<file path="config.mk">
export PLATFORM = sky130hd
export DESIGN_NAME = gpsa_ctrl
export DESIGN_NICKNAME = d
export VERILOG_FILES = /design/src/gpsa_pkg.sv /design/src/gpsa_ctrl.sv
export VERILOG_INCLUDE_DIRS = /design/src /design/src/src
export SDC_FILE = /design/constraint.sdc
export NUM_CORES = 1
export LEC_CHECK = 0
export BUFFER_PORTS_ARGS = -buffer_cell sky130_fd_sc_hd__buf_4
export CAP_MARGIN = 15
export CORE_AREA = 2 2 62 64
export CTS_CLUSTER_SIZE = 12
export DETAILED_ROUTE_END_ITERATION = 6
export DIE_AREA = 0 0 64 66
export GPL_TIMING_DRIVEN = 1
export HOLD_SLACK_MARGIN = 0.05
export MAX_ROUTING_LAYER = met4
export PLACE_DENSITY_LB_ADDON = 0.1
export RECOVER_POWER = 50
export SLEW_MARGIN = 20
export SYNTH_ARGS = -nofsm -noshare
export SYNTH_HDL_FRONTEND = slang
export SYNTH_SLANG_ARGS = --single-unit
</file>
<file path="constraint.sdc">
create_clock -name clk -period 2 [get_ports clk]
set_input_delay 0.1 -clock clk [delete_from_list [all_inputs] [get_ports clk]]
set_output_delay 0.1 -clock clk [all_outputs]
set_load 0.01 [all_outputs]
</file>
<file path="src/assert_macros.svh">
// ---------------------------------------------------------------------------
// assert_macros.svh
// Concurrent assertion shorthands, clocked on clk and disabled in reset.
// ---------------------------------------------------------------------------
`ifndef ASSERT_MACROS_SVH
`define ASSERT_MACROS_SVH

// Same-cycle implication.
`define AST_IMP(lbl, ante, cons, msg) \
  lbl: assert property (@(posedge clk) disable iff (!rst_n) (ante) |-> (cons)) else $error(msg);

// Next-cycle implication.
`define AST_NXT(lbl, ante, cons, msg) \
  lbl: assert property (@(posedge clk) disable iff (!rst_n) (ante) |=> (cons)) else $error(msg);

`endif

</file>
<file path="src/gpsa_pkg.sv">
// ---------------------------------------------------------------------------
// gpsa_pkg
// Beat types, codes and saturation helpers of the stiffness accumulator.
// ---------------------------------------------------------------------------
package gpsa_pkg;

  typedef enum logic [1:0] {
    ACT_LOAD     = 2'd0,
    ACT_RD_STIFF = 2'd1,
    ACT_RD_FORCE = 2'd2,
    ACT_CLEAR    = 2'd3
  } act_t;

  typedef struct packed {
    act_t               action;
    logic signed [31:0] grad_x;
    logic signed [31:0] grad_y;
    logic signed [31:0] weight;
    logic signed [31:0] flux_x;
    logic signed [31:0] flux_y;
    logic [3:0]         row_index;
    logic [3:0]         col_index;
  } in_item_t;

  typedef struct packed {
    logic signed [47:0] entry_value;
    logic               overflow;
  } out_item_t;

  localparam logic [2:0] CFG_D_XX = 3'd0;
  localparam logic [2:0] CFG_D_XY = 3'd1;
  localparam logic [2:0] CFG_D_YX = 3'd2;
  localparam logic [2:0] CFG_D_YY = 3'd3;
  localparam logic [2:0] CFG_DOF  = 3'd4;

  // Multiplier operand pairs.
  typedef enum logic [3:0] {
    MS_FX_W, MS_FY_W, MS_X_W, MS_Y_W,
    MS_DXX_WB0, MS_DXY_WB1, MS_DYX_WB0, MS_DYY_WB1,
    MS_X_DB0, MS_Y_DB1, MS_X_HF0, MS_Y_HF1
  } mul_sel_t;

  typedef enum logic [3:0] {
    OP_NONE, OP_HF0, OP_HF1, OP_WB0, OP_WB1, OP_ACC_LD,
    OP_DB0, OP_DB1, OP_S_WR, OP_F_WR, OP_CLR, OP_OUT
  } dp_op_t;

  typedef enum logic [1:0] {
    AS_J, AS_I, AS_READ, AS_SWEEP
  } addr_sel_t;

  typedef struct packed {
    logic      cap_item;
    logic      col_we;
    mul_sel_t  mul_sel;
    dp_op_t    op;
    addr_sel_t addr_sel;
  } cmd_t;

  typedef struct packed {
    logic final_col;
    logic i_last;
    logic j_last;
  } sts_t;

  localparam logic signed [48:0] S32_MAX = 49'sd2147483647;
  localparam logic signed [48:0] S32_MIN = -S32_MAX - 49'sd1;
  localparam logic signed [49:0] S48_MAX = 50'sd140737488355327;
  localparam logic signed [49:0] S48_MIN = -S48_MAX - 50'sd1;

  // {clamped, value}
  function automatic logic [32:0] sat32(input logic signed [48:0] x);
    if (x > S32_MAX) return {1'b1, 32'h7FFF_FFFF};
    if (x < S32_MIN) return {1'b1, 32'h8000_0000};
    return {1'b0, x[31:0]};
  endfunction

  function automatic logic [48:0] sat48(input logic signed [49:0] x);
    if (x > S48_MAX) return {1'b1, 48'h7FFF_FFFF_FFFF};
    if (x < S48_MIN) return {1'b1, 48'h8000_0000_0000};
    return {1'b0, x[47:0]};
  endfunction

endpackage

</file>
<file path="src/gpsa_ctrl.sv">
// ---------------------------------------------------------------------------
// gpsa_ctrl
// Sequencer: item decode, accumulation loops, clearing sweep, result slot.
// ---------------------------------------------------------------------------
`include "assert_macros.svh"

module gpsa_ctrl #(
  parameter int MAX_DOF = 16,
  localparam int IW = $clog2(MAX_DOF),
  localparam int AW = $clog2(MAX_DOF * MAX_DOF)
) (
  input  logic              clk,
  input  logic              rst_n,
  input  logic              in_valid,
  input  gpsa_pkg::act_t    in_action,
  output logic              busy,
  input  logic              out_stall,
  output logic              out_valid,
  input  gpsa_pkg::sts_t    sts,
  output gpsa_pkg::cmd_t    cmd,
  output logic [IW-1:0]     cnt,
  output logic [IW-1:0]     idx_i,
  output logic [IW-1:0]     idx_j,
  output logic [AW-1:0]     sweep
);

  localparam logic [AW-1:0] SWEEP_LAST = AW'(MAX_DOF * MAX_DOF - 1);

  typedef enum logic [4:0] {
    S_CLR, S_IDLE, S_HF0, S_HF1, S_HF2,
    S_J0, S_J1, S_J2, S_J3, S_J4, S_J5, S_J6, S_J7,
    S_I0, S_I1, S_I2, S_I3,
    S_F0, S_F1, S_F2, S_F3,
    S_RD0, S_RD1
  } state_t;

  state_t        state_r, state_nxt;
  logic [IW-1:0] cnt_r, cnt_nxt, i_r, i_nxt, j_r, j_nxt;
  logic [AW-1:0] sweep_r, sweep_nxt;
  logic          out_valid_r, out_valid_nxt;

  always_comb begin
    state_nxt     = state_r;
    cnt_nxt       = cnt_r;
    i_nxt         = i_r;
    j_nxt         = j_r;
    sweep_nxt     = sweep_r;
    out_valid_nxt = out_valid_r && out_stall;
    cmd = '{cap_item: 1'b0, col_we: 1'b0, mul_sel: gpsa_pkg::MS_X_W,
            op: gpsa_pkg::OP_NONE, addr_sel: gpsa_pkg::AS_I};
    unique case (state_r)
      S_CLR: begin
        cmd.op       = gpsa_pkg::OP_CLR;
        cmd.addr_sel = gpsa_pkg::AS_SWEEP;
        sweep_nxt    = sweep_r + AW'(1);
        if (sweep_r == SWEEP_LAST) state_nxt = S_IDLE;
      end
      S_IDLE: begin
        if (in_valid) begin
          cmd.cap_item = 1'b1;
          unique case (in_action)
            gpsa_pkg::ACT_LOAD: begin
              cmd.col_we = 1'b1;
              if (sts.final_col) state_nxt = S_HF0;
              else cnt_nxt = cnt_r + IW'(1);
            end
            gpsa_pkg::ACT_RD_STIFF, gpsa_pkg::ACT_RD_FORCE: state_nxt = S_RD0;
            gpsa_pkg::ACT_CLEAR: begin
              cnt_nxt   = '0;
              sweep_nxt = '0;
              state_nxt = S_CLR;
            end
            default: state_nxt = S_IDLE;
          endcase
        end
      end
      S_HF0: begin
        cmd.mul_sel = gpsa_pkg::MS_FX_W;
        state_nxt   = S_HF1;
      end
      S_HF1: begin
        cmd.op      = gpsa_pkg::OP_HF0;
        cmd.mul_sel = gpsa_pkg::MS_FY_W;
        state_nxt   = S_HF2;
      end
      S_HF2: begin
        cmd.op    = gpsa_pkg::OP_HF1;
        j_nxt     = '0;
        state_nxt = S_J0;
      end
      S_J0: begin
        cmd.addr_sel = gpsa_pkg::AS_J;
        state_nxt    = S_J1;
      end
      S_J1: begin
        cmd.addr_sel = gpsa_pkg::AS_J;
        cmd.mul_sel  = gpsa_pkg::MS_X_W;
        state_nxt    = S_J2;
      end
      S_J2: begin
        cmd.addr_sel = gpsa_pkg::AS_J;
        cmd.op       = gpsa_pkg::OP_WB0;
        cmd.mul_sel  = gpsa_pkg::MS_Y_W;
        state_nxt    = S_J3;
      end
      S_J3: begin
        cmd.op      = gpsa_pkg::OP_WB1;
        cmd.mul_sel = gpsa_pkg::MS_DXX_WB0;
        state_nxt   = S_J4;
      end
      S_J4: begin
        cmd.op      = gpsa_pkg::OP_ACC_LD;
        cmd.mul_sel = gpsa_pkg::MS_DXY_WB1;
        state_nxt   = S_J5;
      end
      S_J5: begin
        cmd.op      = gpsa_pkg::OP_DB0;
        cmd.mul_sel = gpsa_pkg::MS_DYX_WB0;
        state_nxt   = S_J6;
      end
      S_J6: begin
        cmd.op      = gpsa_pkg::OP_ACC_LD;
        cmd.mul_sel = gpsa_pkg::MS_DYY_WB1;
        state_nxt   = S_J7;
      end
      S_J7: begin
        cmd.op    = gpsa_pkg::OP_DB1;
        i_nxt     = '0;
        state_nxt = S_I0;
      end
      S_I0: state_nxt = S_I1;
      S_I1: begin
        cmd.mul_sel = gpsa_pkg::MS_X_DB0;
        state_nxt   = S_I2;
      end
      S_I2: begin
        cmd.op      = gpsa_pkg::OP_ACC_LD;
        cmd.mul_sel = gpsa_pkg::MS_Y_DB1;
        state_nxt   = S_I3;
      end
      S_I3: begin
        cmd.op = gpsa_pkg::OP_S_WR;
        if (!sts.i_last) begin
          i_nxt     = i_r + IW'(1);
          state_nxt = S_I0;
        end else if (!sts.j_last) begin
          j_nxt     = j_r + IW'(1);
          state_nxt = S_J0;
        end else begin
          i_nxt     = '0;
          state_nxt = S_F0;
        end
      end
      S_F0: state_nxt = S_F1;
      S_F1: begin
        cmd.mul_sel = gpsa_pkg::MS_X_HF0;
        state_nxt   = S_F2;
      end
      S_F2: begin
        cmd.op      = gpsa_pkg::OP_ACC_LD;
        cmd.mul_sel = gpsa_pkg::MS_Y_HF1;
        state_nxt   = S_F3;
      end
      S_F3: begin
        cmd.op = gpsa_pkg::OP_F_WR;
        if (sts.i_last) begin
          cnt_nxt   = '0;
          state_nxt = S_IDLE;
        end else begin
          i_nxt     = i_r + IW'(1);
          state_nxt = S_F0;
        end
      end
      S_RD0: begin
        cmd.addr_sel = gpsa_pkg::AS_READ;
        state_nxt    = S_RD1;
      end
      S_RD1: begin
        cmd.addr_sel = gpsa_pkg::AS_READ;
        // hold the read until the result slot frees up
        if (!out_valid_r || !out_stall) begin
          cmd.op        = gpsa_pkg::OP_OUT;
          out_valid_nxt = 1'b1;
          state_nxt     = S_IDLE;
        end
      end
      default: state_nxt = S_IDLE;
    endcase
  end

  always_ff @(posedge clk) begin
    if (!rst_n) begin
      state_r     <= S_CLR;
      cnt_r       <= '0;
      i_r         <= '0;
      j_r         <= '0;
      sweep_r     <= '0;
      out_valid_r <= 1'b0;
    end else begin
      state_r     <= state_nxt;
      cnt_r       <= cnt_nxt;
      i_r         <= i_nxt;
      j_r         <= j_nxt;
      sweep_r     <= sweep_nxt;
      out_valid_r <= out_valid_nxt;
    end
  end

  assign busy      = (state_r != S_IDLE);
  assign out_valid = out_valid_r;
  assign cnt       = cnt_r;
  assign idx_i     = i_r;
  assign idx_j     = j_r;
  assign sweep     = sweep_r;

  `AST_NXT(a_result_held, out_valid_r && out_stall, out_valid_r, "waiting result dropped")
  `AST_IMP(a_no_overwrite, out_valid_r && out_stall, cmd.op != gpsa_pkg::OP_OUT, "result overwritten")
  `AST_NXT(a_force_after_stiff, state_r == S_I3 && sts.i_last && sts.j_last, state_r == S_F0, "force pass skipped")

endmodule

</file>
Yosys cells after proc, flatten, opt, wreduce, memory -nomap -nowiden
Index checks and enable logic that the tools add are counted.
{ "totals": {"elab_cells": 101, "reg_bits": 26, "inputBits": 9} }
{ "classes": {"n_eq_ne": 39, "reduce_logical": 19, "addsub": 4, "mux": 33} }
{ "op_table": {"columns": ["op", "n"], "rows": [
  ["5-bit case mux with 23 select lines", 1],
  ["4-bit case mux with 11 select lines", 2],
  ["5-bit by 4-bit equality test with 1-bit output (second input constant)", 8],
  ["4-bit two-way mux", 9],
  ["5-bit equality test (second input constant)", 7],
  ["5-bit two-way mux", 7],
  ["4-bit case mux with 2 select lines", 3],
  ["5-bit by 3-bit equality test with 1-bit output (second input constant)", 4],
  ["8-bit two-way mux", 2],
  ["8-bit case mux with 2 select lines", 1],
  ["5-bit case mux with 3 select lines", 1],
  ["2-bit inequality test (second input constant)", 7],
  ["4-bit by 1-bit adder with 4-bit output (second input constant)", 3],
  ["4-bit case mux with 3 select lines", 1],
  ["5-bit by 2-bit equality test with 1-bit output (second input constant)", 2],
  ["3-bit inequality test (second input constant)", 3],
  ["3-bit AND reduction", 3],
  ["8-bit by 1-bit adder with 8-bit output (second input constant)", 1],
  ["8-bit equality test (second input constant)", 1],
  ["2-bit case mux with 3 select lines", 1],
  ["2-bit nonzero test", 3],
  ["5-bit by 1-bit equality test with 1-bit output (second input constant)", 1],
  ["5-bit logical NOT", 1],
  ["5-bit by 1-bit inequality test with 1-bit output (second input constant)", 1],
  ["other kinds (16)", 22]
]} }

Longest topological paths before layout
Gate-level depths: netlist of the first run.
{ "logic_depth": {"ltp_word": 5, "mapped_depth": 7} }

Least setup slack after synthesis of the first run
No wires, ideal clock.
{ "synth_timing": {"path_kind": "register -> register", "start": "reg state_r[2]", "end": "reg cnt_r[0], in the netlist cnt[0]", "arrival_ns": 1.636, "required_time_ns": 1.930, "period_less_slack_ns": 1.706, "n_path_buf": 1, "setup_slack_ns": 0.294, "path_stages_with_launch": 7, "cell_sequence": "dfxtp_1 -> buf_6 -> nor4_4 -> and3_4 -> o22ai_4 -> or3b_1 -> a21boi_1"} }
{ "synth_via": {"elab_chain_len": 3, "elab_cells_between_ends": 9, "cone_classes": "eq/ne: 6; mux: 1; reduce/logical: 2"} }
{ "synth_lines": {"columns": ["element", "line_no", "text"], "rows": [
  ["start, declared", "gpsa_ctrl.sv:37", "state_t state_r, state_nxt;"],
  ["start signal, assigned", "gpsa_ctrl.sv:200", "state_r <= state_nxt;"],
  ["5-bit by 1-bit equality test with 1-bit output / 5-bit equality test (equally long branches)", "gpsa_ctrl.sv:51", "unique case (state_r)"],
  ["3-bit by 2-bit inequality test with 1-bit output (no line), or another cell as far along", null, null],
  ["5-bit AND reduction (no line)", null, null],
  ["end signal, assigned", "gpsa_ctrl.sv:201", "cnt_r <= cnt_nxt;"],
  ["end, declared", "gpsa_ctrl.sv:38", "logic [IW-1:0] cnt_r, cnt_nxt, i_r, i_nxt, j_r, j_nxt;"]
]} }
Parallel ways exist; a longest one is shown, timed or not.
A chain may end at the register's enable or synchronous reset.

==> results of run 1 <==
==> worst max-delay path: stages (launching register included) <==
cell      delay, ns
dfxtp_2        0.43
buf_4          0.19
buf_4          0.19
nor2_1         0.06
o21bai_1       0.12
a21oi_1        0.09
a31o_2         0.23
buf_4          0.14
==> cell families (layout without fill, tap and decap cells) <==
kind of cell | Yosys count | after routing | synth area share
compound gates | 61 | 61 | 0.225
buf+inv | 24 | 68 | 0.0570
xor+xnor | 10 | 10 | 0.0481
mux | 3 | 3 | 0.0165
simple gates | 114 | 114 | 0.326
flops | 26 | 26 | 0.286
fa+ha+maj | 6 | 6 | 0.0412
==> repair_timing <==
action	in CTS	in global routing
endpoints found under the setup margin	2	3
hold buffers	0	0
resized for setup	3	5
==> cells in the mapped netlist, drive strengths merged, types with 4 or more instances <==
master and n:
xor2 10, nand2 29, nand2b 8, nor2 31
ha 6, nand3 9, a21oi 14, inv 8
a21boi 7, o21a 4, buf 8, dfxtp 26
nor2b 10, a31oi 5, nand4 5, clkbuf 8
o21ai 15
==> registers in the layout, summed over array words and instances, names as in the netlist <==
signal     count
out_valid      1
idx_j          4
state_r        5
idx_i          4
sweep          8
cnt            4
==> how the worst min path moves through the flow <==
stage / start / to / slack (ns) / depth (start not counted)
after CTS: rst_n / state_r[3] / 0.09 / 2
final: rst_n / state_r[3] / 0.10 / 2
after detailed placement: rst_n / state_r[3] / 0.48 / 2
after global routing: rst_n / state_r[3] / 0.1 / 2
after floorplan: rst_n / cnt[3] / 0.26 / 2
after global placement: rst_n / state_r[3] / 0.48 / 2
==> power groups by stage <==
stage	clock network (mW)	logic [mW]	registers, mW
2_1_floorplan	0	0.320	0.598
3_3_place_gp	0	0.501	0.617
3_5_place_dp	0	0.506	0.618
4_1_cts	0.293	0.508	0.609
5_1_grt	0.307	0.541	0.616
6_report	0.277	0.488	0.607
==> layer usage <==
metal | global-route usage | up-vias | share of wire
met3 | 0.0358 | 4 | 0.058
met4 | 0.0408 | 0 | 0.0064
li1 | - | 951 | -
met2 | 0.363 | 52 | 0.47
met1 | 0.304 | 880 | 0.46
met5 | - | - | 0
==> cell type report <==
cell class              count  area (sq um)  share of cell area
inverters                   8          30.0              0.0137
well taps                  48          60.1              0.0273
repair buffers             56           342               0.155
flip-flops and latches     26           531               0.241
clock buffers               4          36.3              0.0165
multi-input cells         194          1200               0.546
==> stage by stage <==
stage | instance area [sq um] | power (mW) | hold slack [ns]
4_1_cts | 2270 | 1.41 | 0.0908
3_5_place_dp | 2230 | 1.12 | 0.480
5_1_grt | 2200 | 1.46 | 0.0988
6_report | 2200 | 1.37 | 0.102
3_3_place_gp | 2230 | 1.12 | 0.476
2_1_floorplan | 1820 | 0.918 | 0.262
==> flow_metrics.py, run 1 <==
metrics = {
    "finish": {
        "drive_above_1_share": 0.177,
        "final_common_cell": "buf_4",
        "fillers": 352,
        "utilization": 0.619,
        "area_growth_pct": 20.7,
        "nNetsFinal": 304,
        "diodes": 0,
        "stdcell_count": 336,
        "final_cell_mix": "33 x buf_4, 31 x nor2_1, 29 x nand2_1",
    },
    "pwr": {
        "seqPwrFrac": 0.442,
        "power.switching_mw": 0.492,
        "power_frac_comb": 0.356,
        "intPower_mw": 0.880,
        "swShare": 0.359,
        "p_per_area_mw_per_mm2": 625,
        "ir_drop_v": 0.000388,
        "clkPwrFrac": 0.202,
        "leakage_nw": 0.844,
    },
    "global_route": {
        "grt_pass1_vias": 1646,
        "grt.total_usage": 0.226,
        "grt_max_degree": 23,
        "grt_overflow_total": 0,
        "antenna_found_initial": 0,
        "grt_pass1_wl_mm": 7.49,
    },
    "placed_design": {
        "gp_congestion": 0.917,
        "hpwl_mm": 3.37,
        "dp_cells": 332,
        "io_buffers": 42,
        "place_ws_ns": 0.245,
    },
    "critical_path": {
        "crit_required_ns": 1.90,
        "reg2reg_to": "idx_i[3]",
        "critical_path_arrival_ns": 1.78,
        "worstReg2RegStart": "state_r[0]",
        "r2r_slack_ns": 0.26,
        "critPathCaptureType": "output pin",
        "worst-setup-path-type": "reg -> out",
        "cp-startpoint": "state_r[2]",
        "r2r_cells": 6,
        "critPathLaunchType": "flop",
        "path_max_fanout": 12,
        "crit_end": "cmd[3]",
    },
    "cts": {
        "clock_path_buffers": 2,
        "htreeDepth": 1,
        "cts.sinks": 26,
        "cts_root_buf": "clkbuf_4",
        "cts_buffers": 3,
        "cts_setup_buffers": 0,
        "clk_pin_slew_ns": 0.15,
        "insertion_delay_ns": 0.34,
        "tritoncts": "yes",
    },
    "run_status": {
        "outcome": "complete, no violations",
    },
    "detailed_routing": {
        "antenna_left": 0,
        "drt_pass1_iterations": 4,
        "drt_iter0_markers": 66,
        "drc_errors": 0,
        "dr_total_vias": 1887,
        "wire_per_inst_microns": 13.4,
        "drt-total-wl_mm": 4.50,
        "via_per_inst": 5.62,
    },
    "yosys": {
        "syn_avg_cell_area_sq_um": 7.46,
        "yosysTopAreaCell": "dfxtp_1",
        "ys_seq_elements": 26,
        "synth_fp_nets": 259,
        "yosysSeqAreaShare": 0.286,
        "async_flop_share": 0,
        "yosys_most_used_dff": "dfxtp_1",
        "synth_edf_count": 0,
        "yosysTopAreaCellShare": 0.286,
        "synthCells": 244,
        "synth_cell_types": 49,
        "synth_warnings": 0,
        "synthesis.area_sq_mm": 0.00182,
        "synthTopCellsByArea": "dfxtp_1 29%, nor2_1 6.4%, nand2_1 6.0%",
    },
    "timing": {
        "timing.fmax_mhz": 531,
        "fin_crit_sh": 0.941,
        "slew_headroom": 0.744,
        "worst_pin_slew_ns": 0.374,
        "finalWorstSetupSlack_ns": 0.117,
        "final_max_slew_viol_count": 0,
        "final-hold-violation-count": 0,
        "clock_skew_ns": 0.00908,
        "setup_viol": 0,
        "period_needed_ns": 1.88,
        "setup-tns-final_ns": 0,
        "rsz0062_at_grt": "false",
    },
    "floorplan": {
        "row_count": 22,
        "start_util": 0.513,
        "die_width_microns": 64,
        "die_area_sq_mm": 0.00422,
        "core_sq_mm": 0.00355,
        "io-pin-count": 43,
        "fp.dieH_microns": 66,
    },
    "hold_path": {
        "hold_class": "in -> reg",
    },
    "run": {
        "cap_violations": 0,
    },
}
(Power assumes the default switching activity.)
==> run 2, diff against run 1 <==
--- a/constraint.sdc
+++ b/constraint.sdc
@@ -3,2 +3,2 @@
 set_output_delay 0.1 -clock clk [all_outputs]
-set_load 0.01 [all_outputs]
+set_load 0.1 [all_outputs]
==> run 2 against run 1 <==
Against the previous run:
- sequential cell count did not move
- critical path depth fell by 1
- final area rose by 7.8%
- cell count rose by 1.5%
- die area did not move
- clock power rose by 35%
- wire length rose by 1.5%
- total power rose by 44%
- first-iteration DRC count fell by 4.5%
- via count rose by 0.85%
- critical endpoint unchanged
- largest cell class unchanged
- largest power group is now combinational logic
- highest routed layer unchanged
==> flow_metrics.py, run 2 (same netlist as run 1, synthesis figures left out) <==
metrics = {
    "run_status": {
        "outcome": "complete, no violations",
    },
    "timing": {
        "worst_pin_slew_ns": 1.17,
        "fin_crit_sh": 0.965,
        "final-hold-violation-count": 0,
        "setup_viol": 0,
        "rsz0062_at_grt": "false",
        "timing.fmax_mhz": 518,
        "setup-tns-final_ns": 0,
        "slew_headroom": 0.226,
        "final_max_slew_viol_count": 0,
        "period_needed_ns": 1.93,
        "clock_skew_ns": 0.00745,
        "hold_ws_ns": 0.0924,
    },
    "finish": {
        "stdcell_count": 341,
        "seqCellArea_sq_um": 538,
        "final_common_cell": "buf_4",
        "fillers": 328,
        "diodes": 0,
        "multi_input_area_sq_mm": 0.00126,
        "final_cell_mix": "34 x buf_4, 28 x nand2_1, 27 x nor2_1",
        "drive_above_1_share": 0.300,
        "area_growth_pct": 30.1,
        "fin_area_sq_mm": 0.00237,
        "nNetsFinal": 309,
        "largest_reg_flops": 8,
    },
    "detailed_routing": {
        "drc_errors": 0,
        "dr_total_vias": 1903,
        "drt_iter0_markers": 63,
        "drt_pass1_iterations": 4,
        "via_per_inst": 5.58,
        "wire_per_inst_microns": 13.4,
        "antenna_left": 0,
        "drt-total-wl_mm": 4.57,
    },
    "placed_design": {
        "dp_cells": 336,
        "io_buffers": 42,
        "hpwl_mm": 3.37,
        "place_area_sq_mm": 0.00232,
        "gp_congestion": 0.919,
    },
    "floorplan": {
        "core_sq_mm": 0.00355,
        "die_area_sq_mm": 0.00422,
        "start_util": 0.513,
        "fp.dieH_microns": 66,
        "io-pin-count": 43,
        "die_width_microns": 64,
        "row_count": 22,
    },
    "global_route": {
        "grt.total_usage": 0.228,
        "grt_max_degree": 23,
        "grt_pass1_wl_mm": 7.52,
        "antenna_found_initial": 0,
        "grt_overflow_total": 0,
        "grt_pass1_vias": 1678,
    },
    "pwr": {
        "p_per_area_mw_per_mm2": 833,
        "ir_drop_v": 0.000594,
        "leakage_nw": 0.966,
    },
    "critical_path": {
        "critPathCaptureType": "output pin",
        "path_max_fanout": 18,
        "critPathLaunchType": "flop",
        "critical_path_arrival_ns": 1.83,
        "worst-setup-path-type": "reg -> out",
        "crit_required_ns": 1.90,
    },
    "run": {
        "cap_violations": 0,
    },
    "cts": {
        "clock_path_buffers": 2,
        "htreeDepth": 1,
        "tritoncts": "yes",
        "insertion_delay_ns": 0.34,
        "cts.sinks": 26,
        "cts_root_buf": "clkbuf_4",
        "cts_buffers": 3,
        "clk_pin_slew_ns": 0.15,
    },
    "hold_path": {
        "hold_class": "in -> reg",
    },
}
## run 2: cell count changes in the layout (fill, tap and decap cells not counted), sizes merged
cell | previous run | this run
bufinv | 0 | 1
clkbuf | 26 | 24
buf | 34 | 40
## run 2: report_power, final
part	switching (mW)	internal [mW]	total (mW)
clock network	0.172	0.203	0.375
logic	0.703	0.281	0.984
registers	0.0673	0.546	0.613
## run 2: repair_timing
| item | in CTS | in global routing |
|---|---|---|
| setup endpoints to repair | 8 | 7 |
| gates resized for setup | 10 | 7 |
| endpoints found under the hold margin | 0 | 0 |
| setup buffers | 0 | 1 |
| hold buffers | 0 | 0 |
## run 2: path summary, 6_finish.rpt
check | end | from | depth (start not counted) | slack (ns)
min | state_r[3] | rst_n | 2 | 0.09
min reg2reg | cnt[2] | cnt[2] | 2 | 0.51
max reg2reg | cnt[3] | state_r[3] | 5 | 0.25
max | cmd[3] | state_r[3] | 6 | 0.07
## run 2: worst max-delay path, cell delays in order, from the launching register on
cell and delay [ns]:
dfxtp_4 0.44, nand2b_1 0.20, nor3b_1 0.20, o21ai_0 0.11, a21oi_1 0.15, a31o_2 0.12, buf_4 0.28
## run 2: cell type report
type,instances,share of cell area
multi-input combinational,194,0.533
sequential,26,0.227
timing repair buffer,61,0.180
tap,48,0.0254
clock inverter,1,0.0127
inverter,8,0.0127
clock buffer,3,0.00951
## run 2: per-stage QoR
step	power (mW)	util	setup slack [ns]
floorplan	1.38	-	-0.190
global placement	1.59	0.653	0.166
detailed placement	1.60	0.653	0.153
CTS	1.99	0.674	0.0137
global route	2.06	0.667	0.00296
finish	1.97	0.667	0.0696
## run 2: per-layer routing
metal | up-vias | wire, microns | track usage
li1 | 964 | - | -
met1 | 883 | 2140 | 0.304
met2 | 52 | 2130 | 0.355
met3 | 4 | 251 | 0.0341
met4 | 0 | 42 | 0.0734
met5 | - | 0 | -
